**src/rtl/eft_pkg.sv**
```systemverilog
package eft_pkg;

  localparam int unsigned CHANNELS_PER_WORD = 16;
  localparam int unsigned EVENT_QUEUE_DEPTH = 4;

  // scanned bits per word, clipped to the 16-bit word
  localparam int unsigned ScanW = (CHANNELS_PER_WORD < 1)  ? 1 :
                                  (CHANNELS_PER_WORD > 16) ? 16 : CHANNELS_PER_WORD;
  localparam int unsigned LvlW  = 2 * ScanW;
  localparam int unsigned IdxW  = (ScanW > 1) ? $clog2(ScanW) : 1;
  localparam int unsigned ChanW = 5;
  localparam int unsigned TimeW = 64;
  localparam int unsigned InDataW  = 16;
  localparam int unsigned OutDataW = 72;

  localparam int unsigned QDepth = EVENT_QUEUE_DEPTH;
  localparam int unsigned PtrW   = (QDepth > 1) ? $clog2(QDepth) : 1;
  localparam int unsigned CntW   = $clog2(QDepth + 1);

  typedef struct packed {
    logic [ScanW-1:0] changed;
    logic [ScanW-1:0] levels;
    logic             hi;
    logic [TimeW-1:0] stamp;
  } eft_entry_t;

  typedef struct packed {
    logic full;
    logic empty;
  } eft_q_status_t;

endpackage

```
**src/rtl/eft_front.sv**
```systemverilog
module eft_front import eft_pkg::*; (
  input  logic               clk_i,
  input  logic               rst_ni,
  input  logic               cfg_we_i,
  input  logic               cfg_wdata_i,
  input  logic               s_axis_tvalid,
  output logic               s_axis_tready,
  input  logic [InDataW-1:0] s_axis_tdata,
  input  logic               s_axis_tuser,
  input  eft_q_status_t      q_status_i,
  output logic               push_o,
  output eft_entry_t         entry_o
);

  logic             mode_q, mode_d;
  logic [LvlW-1:0]  lvl_q, lvl_d;
  logic [TimeW-1:0] time_q, time_d;
  logic             phase_q, phase_d;
  logic             primed_q, primed_d;

  logic             accept;
  logic [ScanW-1:0] word;
  logic [ScanW-1:0] prev;
  logic [ScanW-1:0] changed;
  logic [TimeW-1:0] time_eff;
  logic             phase_eff;
  logic             primed_eff;
  logic             pair_end;

  assign s_axis_tready = !q_status_i.full;
  assign accept        = s_axis_tvalid && s_axis_tready;
  assign word          = s_axis_tdata[ScanW-1:0];

  assign time_eff   = s_axis_tuser ? '0 : time_q;
  assign phase_eff  = mode_q && !s_axis_tuser && phase_q;
  assign primed_eff = !s_axis_tuser && primed_q;
  assign pair_end   = !mode_q || phase_eff;

  assign prev    = phase_eff ? lvl_q[LvlW-1:ScanW] : lvl_q[ScanW-1:0];
  assign changed = word ^ prev;

  assign push_o          = accept && primed_eff && (changed != '0);
  assign entry_o.changed = changed;
  assign entry_o.levels  = word;
  assign entry_o.hi      = phase_eff;
  assign entry_o.stamp   = time_eff;

  always_comb begin
    mode_d   = cfg_we_i ? cfg_wdata_i : mode_q;
    lvl_d    = lvl_q;
    time_d   = time_q;
    phase_d  = phase_q;
    primed_d = primed_q;
    if (accept) begin
      if (phase_eff) begin
        lvl_d[LvlW-1:ScanW] = word;
      end else begin
        lvl_d[ScanW-1:0] = word;
      end
      time_d   = pair_end ? time_eff + TimeW'(1) : time_eff;
      phase_d  = mode_q && !phase_eff;
      primed_d = primed_eff || pair_end;
    end
  end

  always_ff @(posedge clk_i or negedge rst_ni) begin
    if (!rst_ni) begin
      mode_q   <= 1'b0;
      lvl_q    <= '0;
      time_q   <= '0;
      phase_q  <= 1'b0;
      primed_q <= 1'b0;
    end else begin
      mode_q   <= mode_d;
      lvl_q    <= lvl_d;
      time_q   <= time_d;
      phase_q  <= phase_d;
      primed_q <= primed_d;
    end
  end

endmodule

```
**src/rtl/eft_fifo.sv**
```systemverilog
module eft_fifo import eft_pkg::*; (
  input  logic          clk_i,
  input  logic          rst_ni,
  input  logic          push_i,
  input  eft_entry_t    entry_i,
  input  logic          pop_i,
  output eft_entry_t    head_o,
  output eft_q_status_t status_o,
  output logic [CntW-1:0] count_o
);

  eft_entry_t      mem_q [QDepth];
  logic [PtrW-1:0] wr_q, wr_d;
  logic [PtrW-1:0] rd_q, rd_d;
  logic [CntW-1:0] cnt_q, cnt_d;

  function automatic logic [PtrW-1:0] nxt(input logic [PtrW-1:0] p);
    nxt = (p == PtrW'(QDepth - 1)) ? '0 : p + PtrW'(1);
  endfunction

  assign head_o         = mem_q[rd_q];
  assign status_o.full  = (cnt_q == CntW'(QDepth));
  assign status_o.empty = (cnt_q == '0);
  assign count_o        = cnt_q;

  always_comb begin
    wr_d  = push_i ? nxt(wr_q) : wr_q;
    rd_d  = pop_i ? nxt(rd_q) : rd_q;
    cnt_d = cnt_q + CntW'(push_i) - CntW'(pop_i);
  end

  always_ff @(posedge clk_i or negedge rst_ni) begin
    if (!rst_ni) begin
      wr_q  <= '0;
      rd_q  <= '0;
      cnt_q <= '0;
    end else begin
      wr_q  <= wr_d;
      rd_q  <= rd_d;
      cnt_q <= cnt_d;
    end
  end

  always_ff @(posedge clk_i) begin
    if (push_i) begin
      mem_q[wr_q] <= entry_i;
    end
  end

endmodule

```
**src/rtl/eft_back.sv**
```systemverilog
module eft_back import eft_pkg::*; (
  input  logic                clk_i,
  input  logic                rst_ni,
  input  eft_entry_t          head_i,
  input  eft_q_status_t       q_status_i,
  output logic                pop_o,
  output logic                m_axis_tvalid,
  input  logic                m_axis_tready,
  output logic [OutDataW-1:0] m_axis_tdata,
  output logic                m_axis_tlast
);

  eft_entry_t       cur_q, cur_d;
  logic             cur_vld_q, cur_vld_d;
  logic             out_vld_q, out_vld_d;
  logic [ChanW-1:0] out_chan_q, out_chan_d;
  logic             out_rise_q, out_rise_d;
  logic [TimeW-1:0] out_time_q, out_time_d;
  logic             out_last_q, out_last_d;

  logic             out_free;
  logic             emit;
  logic             done;
  logic [IdxW-1:0]  idx;
  logic [ScanW-1:0] rem;
  logic [ChanW:0]   chan_sum;

  // highest set bit first
  always_comb begin
    idx = '0;
    for (int i = 0; i < ScanW; i++) begin
      if (cur_q.changed[i]) begin
        idx = IdxW'(i);
      end
    end
  end

  assign rem      = cur_q.changed & ~(ScanW'(1) << idx);
  assign out_free = !out_vld_q || m_axis_tready;
  assign emit     = cur_vld_q && out_free;
  assign done     = emit && (rem == '0);
  assign pop_o    = !q_status_i.empty && (!cur_vld_q || done);
  assign chan_sum = (ChanW + 1)'(idx) + (cur_q.hi ? (ChanW + 1)'(ScanW) : '0);

  always_comb begin
    cur_d     = cur_q;
    cur_vld_d = cur_vld_q;
    if (pop_o) begin
      cur_d     = head_i;
      cur_vld_d = 1'b1;
    end else if (done) begin
      cur_vld_d = 1'b0;
    end else if (emit) begin
      cur_d.changed = rem;
    end
  end

  always_comb begin
    out_vld_d  = out_vld_q && !m_axis_tready;
    out_chan_d = out_chan_q;
    out_rise_d = out_rise_q;
    out_time_d = out_time_q;
    out_last_d = out_last_q;
    if (emit) begin
      out_vld_d  = 1'b1;
      out_chan_d = chan_sum[ChanW-1:0];
      out_rise_d = cur_q.levels[idx];
      out_time_d = cur_q.stamp;
      out_last_d = (rem == '0);
    end
  end

  always_ff @(posedge clk_i or negedge rst_ni) begin
    if (!rst_ni) begin
      cur_vld_q <= 1'b0;
      out_vld_q <= 1'b0;
    end else begin
      cur_vld_q <= cur_vld_d;
      out_vld_q <= out_vld_d;
    end
  end

  always_ff @(posedge clk_i) begin
    cur_q      <= cur_d;
    out_chan_q <= out_chan_d;
    out_rise_q <= out_rise_d;
    out_time_q <= out_time_d;
    out_last_q <= out_last_d;
  end

  assign m_axis_tvalid = out_vld_q;
  assign m_axis_tlast  = out_last_q;
  assign m_axis_tdata  = {2'b00, out_time_q, out_rise_q, out_chan_q};

endmodule

```
**src/rtl/multichannel_edge_timestamper_unit.sv**
```systemverilog
// channel   dir  payload
// s_axis    in   tdata[15:0] sample_word, tuser restart
// m_axis    out  tdata[4:0] channel_number, [5] rising, [69:6] edge_time; tlast last_event
// cfg       in   cfg_we_i / cfg_wdata_i: channel_mode
//
// One input word per cycle while the event queue has room; a word with no change
// or a reference word produces nothing.
// Events leave the scanner one per cycle while the output register is free, one event per changed channel of a word.
// Reset clears levels, time, phase and the queue; no clearing pass.
// Input stalls only when the event queue is full; the output register decouples m_axis.
module multichannel_edge_timestamper_unit import eft_pkg::*; (
  input  logic                clk_i,
  input  logic                rst_ni,
  input  logic                cfg_we_i,
  input  logic                cfg_wdata_i,
  input  logic                s_axis_tvalid,
  output logic                s_axis_tready,
  input  logic [InDataW-1:0]  s_axis_tdata,   // [15:0] sample_word
  input  logic                s_axis_tuser,   // [0] restart
  output logic                m_axis_tvalid,
  input  logic                m_axis_tready,
  output logic [OutDataW-1:0] m_axis_tdata,   // [4:0] channel_number, [5] rising,
                                              // [69:6] edge_time, [71:70] zero
  output logic                m_axis_tlast
);

  logic            push;
  logic            pop;
  eft_entry_t      entry;
  eft_entry_t      head;
  eft_q_status_t   q_status;
  logic [CntW-1:0] q_count;

  eft_front u_front (
    .clk_i         (clk_i),
    .rst_ni        (rst_ni),
    .cfg_we_i      (cfg_we_i),
    .cfg_wdata_i   (cfg_wdata_i),
    .s_axis_tvalid (s_axis_tvalid),
    .s_axis_tready (s_axis_tready),
    .s_axis_tdata  (s_axis_tdata),
    .s_axis_tuser  (s_axis_tuser),
    .q_status_i    (q_status),
    .push_o        (push),
    .entry_o       (entry)
  );

  eft_fifo u_fifo (
    .clk_i    (clk_i),
    .rst_ni   (rst_ni),
    .push_i   (push),
    .entry_i  (entry),
    .pop_i    (pop),
    .head_o   (head),
    .status_o (q_status),
    .count_o  (q_count)
  );

  eft_back u_back (
    .clk_i         (clk_i),
    .rst_ni        (rst_ni),
    .head_i        (head),
    .q_status_i    (q_status),
    .pop_o         (pop),
    .m_axis_tvalid (m_axis_tvalid),
    .m_axis_tready (m_axis_tready),
    .m_axis_tdata  (m_axis_tdata),
    .m_axis_tlast  (m_axis_tlast)
  );

`ifndef ASSERT_OFF
  a_no_push_full: assert property (@(posedge clk_i) disable iff (!rst_ni)
    push |-> !q_status.full) else $error("push into full queue");

  a_no_pop_empty: assert property (@(posedge clk_i) disable iff (!rst_ni)
    pop |-> !q_status.empty) else $error("pop from empty queue");

  a_count_range: assert property (@(posedge clk_i) disable iff (!rst_ni)
    q_count <= CntW'(QDepth)) else $error("queue count out of range");
`endif

endmodule
```
**config.mk**
```make
export PLATFORM = sky130hd
export DESIGN_NAME = multichannel_edge_timestamper_unit
export DESIGN_NICKNAME = d
export VERILOG_FILES = /design/src/rtl/eft_pkg.sv /design/src/rtl/eft_front.sv /design/src/rtl/eft_fifo.sv /design/src/rtl/eft_back.sv /design/src/rtl/multichannel_edge_timestamper_unit.sv
export SDC_FILE = /design/constraint.sdc
export NUM_CORES = 1
export LEC_CHECK = 0
export BUFFER_PORTS_ARGS = -buffer_cell sky130_fd_sc_hd__buf_2
export CORE_MARGIN = 2
export CORE_UTILIZATION = 50
export DETAILED_ROUTE_END_ITERATION = 7
export MAX_ROUTING_LAYER = met4
export PLACE_DENSITY = 0.67
export SYNTH_ARGS = -nofsm -noshare
export SYNTH_HDL_FRONTEND = slang
export SYNTH_SLANG_ARGS = --single-unit
```
**constraint.sdc**
```tcl
create_clock -name clk_i -period 8.35 [get_ports clk_i]
set_clock_uncertainty 0.15 [all_clocks]
set_input_delay 0.4175 -clock clk_i [delete_from_list [all_inputs] [get_ports clk_i]]
set_output_delay 0.4175 -clock clk_i [all_outputs]
set_load 0.01 [all_outputs]
```
==> out/qor.csv <==
stage,metric,value,unit
synthesis,synthesized area per cell,17.8,µm²
clock_network,postcts setup bufs,0,
critical_path,r2r endpoint,u_back.cur_q[13]$_DFFE_PN_,
routing,routed len/inst,21.0,µm
placement,HPWL Detailed,29500,µm
critical_path,CP Capture Type,flip-flop,
placement,quantity of I/O buffers inserted on ports,95,
sta,Final min period,5.09,ns
global_route,largest net degree at the start of global routing,73,
critical_path,CP Class,reg2reg,
clock_network,TritonCTS clock tree,done,
routing,DRC viols,0,
critical_path,Critical Path RT,8.43,ns
critical_path,peak fanout along the critical path,43,
clock_network,htree depth,3,
synthesis,number of synthesized register bits,664,
cells_and_area,"Cell Count, Final, Fillers Out",2342,
synthesis,Synth area leader,edfxtp_1,
pwr,Leak,10.4,nW
status,status,"complete, no violations",
pwr,worst ir drop on vdd,137,µV
synthesis,largest cells by area after synthesis,"edfxtp_1 64%, dfrtp_1 10%, mux4_2 8.4%",
synthesis,"EDFF count, synth",556,
floorplan,Initial Util,50.7,%
min_path,Hold Path Sink,u_back.m_axis_tvalid$_DFF_PN0_,
critical_path,Worst R2R Path Depth,12,
global_route,most used routing layer,met2,
sta,final worst setup slack,3.26,ns
cells_and_area,Fill cells,3873,
clock_network,clk buf depth,3,
synthesis,ys async rst share,16.3,%
floorplan,total core area,51400,µm²
synthesis,Post-Synthesis Cells,1465,
sta,fin crit share,61.0,%
sta,maximum clock rate,196,MHz
global_route,GR Layer Usage met1,27.1,%
global_route,GRT Overall Usage,19.5,%
clock_network,Num CTS Buffers,68,
sta,setup violators final,0,
routing,drt initial violations,996,
cells_and_area,Final Util,57.8,%
run,max-cap check violation count,0,
min_path,worst hold path cell count,4,
synthesis,post-synthesis sequential area ratio,74.5,%
sta,Final TNS setup,0,ns
sta,Worst Hold Slack,0.188,ns
global_route,M2 GR Usage,29.9,%
synthesis,ys flop type,edfxtp_1,
global_route,total grt overflow,0,
min_path,HP Class,in2reg,
min_path,min-delay src,m_axis_tready,
global_route,GRT met3 Usage,3.14,%
routing,Via density,5.60,
global_route,vias in the first global route,13300,
floorplan,die width,232,µm
critical_path,cells along the critical path,"nor2_1, o311ai_0, a21oi_2, inv_1, a2111o_1, o311a_1, or4_1, clkinv_4, a21oi_1, nor2_4, buf_4, buf_4",
routing,First-pass DRT Iterations,7,
sta,Least-Margin Pin Slew,1.23,ns
clock_network,Skew-Pair Late Insertion Delay,0.61,ns
sta,Final Hold Violating Endpoints,0,
global_route,first-pass GRT wire length,76800,µm
synthesis,share of the synthesized area in the top cell type,64.1,%
synthesis,cell area after synthesis,26100,µm²
placement,Place WS,3.17,ns
placement,RePlAce Congestion,0.818,
routing,total routed wirelength,49100,µm
placement,# placed instances,2197,
floorplan,full die area,54000,µm²
synthesis,Synthesis Warnings,0,
sta,relative slew slack,17.4,%
cells_and_area,layout cells sized above 1,23.0,%
critical_path,FF-to-FF setup slack,3.26,ns
clock_network,TritonCTS sink count,664,
cells_and_area,Antenna Cells,0,
critical_path,worst endpoint data arrival time,5.17,ns
critical_path,max incr delay on CP,0.72,ns
floorplan,Ports,98,
synthesis,Unique masters post-synth,72,
cells_and_area,Syn-to-layout area delta,14.0,%
clock_network,"CTS clk-pin slew, worst paths",0.06,ns
critical_path,CP most frequent cell,buf_4,
global_route,initial antenna violation count,0,
sta,unrepaired setup endpoints after global routing,no,
clock_network,clock root buffer,clkbuf_16,
floorplan,Rows,83,
critical_path,CP Launch Type,flip-flop,
floorplan,Die Span Y,232,µm
sta,max-slew violations,0,
routing,via count,13100,
pwr,pwr dens,255,nW/µm²
cells_and_area,nets,1638,
routing,number of nets with antenna violations after routing,0,
critical_path,r2r startpoint,u_back.cur_q[91]$_DFFE_PP_,
critical_path,slowest CP cell,or4_1,
[power breakdown]
| group | internal [mW] | switching, mW | total (mW) | leakage [nW] |
|---|---|---|---|---|
| sequential | 3.90 | 0.0926 | 3.99 | 6.64 |
| combinational | 0.230 | 0.397 | 0.627 | 2.69 |
| clock | 1.74 | 1.23 | 2.97 | 1.08 |
| total | 5.87 | 1.72 | 7.59 | 10.4 |
[per-layer routing]
layer  part of all wire [%]  vias up
met4                    1.8        0
met1                     46     6751
met5                      0        -
li1                       -     5934
met3                    5.1       72
met2                     48      362
[area by class of cell]
type,instances,area [µm²],share of cell area (%)
Sequential cell,664,19400,65.3
Multi-Input combinational cell,712,6310,21.2
Clock buffer,91,1870,6.30
Tap cell,680,851,2.86
Timing Repair Buffer,136,846,2.85
Clock inverter,35,327,1.10
Inverter,24,95.1,0.320
[worst max-delay path, delay by kind of cell (launching register included)]
kind | cells | cell delay [ns]
buffers and inverters | 4 | 1.49
AND/OR/NAND/NOR | 3 | 1.06
AO/OA/AOI/OAI | 5 | 1.42
flip-flops | 1 | 0.54
[logic make-up after synthesis]
family	synth area share, %
muxes	11.1
and+or+nand+nor	6.99
adders and majority gates	0.461
AOI/OAI and AO/OA	2.89
xor gates and xnor gates	2.59
DFF	74.5
buffers and inverters	1.53
other	0.0144
[worst max-delay path by stage]
stage	from	end	slack [ns]	depth (start not counted)
after global routing	u_back.cur_q[92]$_DFFE_PP_	u_back.cur_q[19]$_DFFE_PN_	2.95	12
after floorplan	u_back.cur_q[96]$_DFFE_PP_	u_fifo.count_o[1]$_DFF_PN0_	0.75	16
final	u_back.cur_q[91]$_DFFE_PP_	u_back.cur_q[13]$_DFFE_PN_	3.26	12
after global placement	s_axis_tuser	u_fifo.mem_q[1][75]$_DFFE_PP_	3.23	12
after CTS	u_back.cur_q[91]$_DFFE_PP_	u_back.cur_q[19]$_DFFE_PN_	3.29	12
after detailed placement	s_axis_tuser	u_fifo.mem_q[1][65]$_DFFE_PP_	3.17	12
[timing repair]
| action | 4_1_cts | 5_1_grt |
|---|---|---|
| endpoints found under the hold margin | 122 | 0 |
| resized for setup | 0 | 0 |
| hold buffers | 19 | 0 |
[flip-flops by register name, indices dropped and copies added (netlist names)]
| signal | count |
|---|---|
| u_fifo.mem_q | 388 |
| u_front.primed_q | 1 |
| u_back.out_rise_q | 1 |
| u_front.mode_q | 1 |
| u_fifo.wr_q | 2 |
| u_back.out_chan_q | 5 |
| u_back.m_axis_tlast | 1 |
| u_front.time_q | 64 |
| u_fifo.rd_q | 2 |
| u_back.out_time_q | 64 |
| u_back.cur_q | 97 |
| u_back.cur_vld_q | 1 |
| u_front.lvl_q | 32 |
| u_fifo.count_o | 3 |
| u_front.phase_q | 1 |
| u_back.m_axis_tvalid | 1 |
[per-stage QoR]
step,power (mW),area [µm²]
floorplan,4.48,26100
global placement,4.66,27300
global route,7.87,29700
finish,7.59,29700
detailed placement,4.69,27300
CTS,7.66,29700
[synthesized netlist by cell type, types with 19 or more instances]
cell	number
nor2_1	49
nor2b_1	65
nand2_1	120
xor2_1	36
clkbuf_1	42
edfxtp_1	556
mux2i_1	32
xnor2_1	41
nand3_1	25
a21oi_1	35
mux4_2	97
mux2_2	34
o21ai_0	19
dfrtp_1	108
inv_1	22
[placed cells by master, fill, tap and decap left out, types with 34 or more instances in the layout]
cell and n:
clkbuf_16 71, buf_2 94, nand2_1 120, nor2b_1 65, edfxtp_1 556, xor2_1 36, xnor2_1 41, mux4_2 97
mux2_2 34, dfrtp_1 106, a21oi_1 35, nor2_1 43
(Power assumes the default switching activity.)
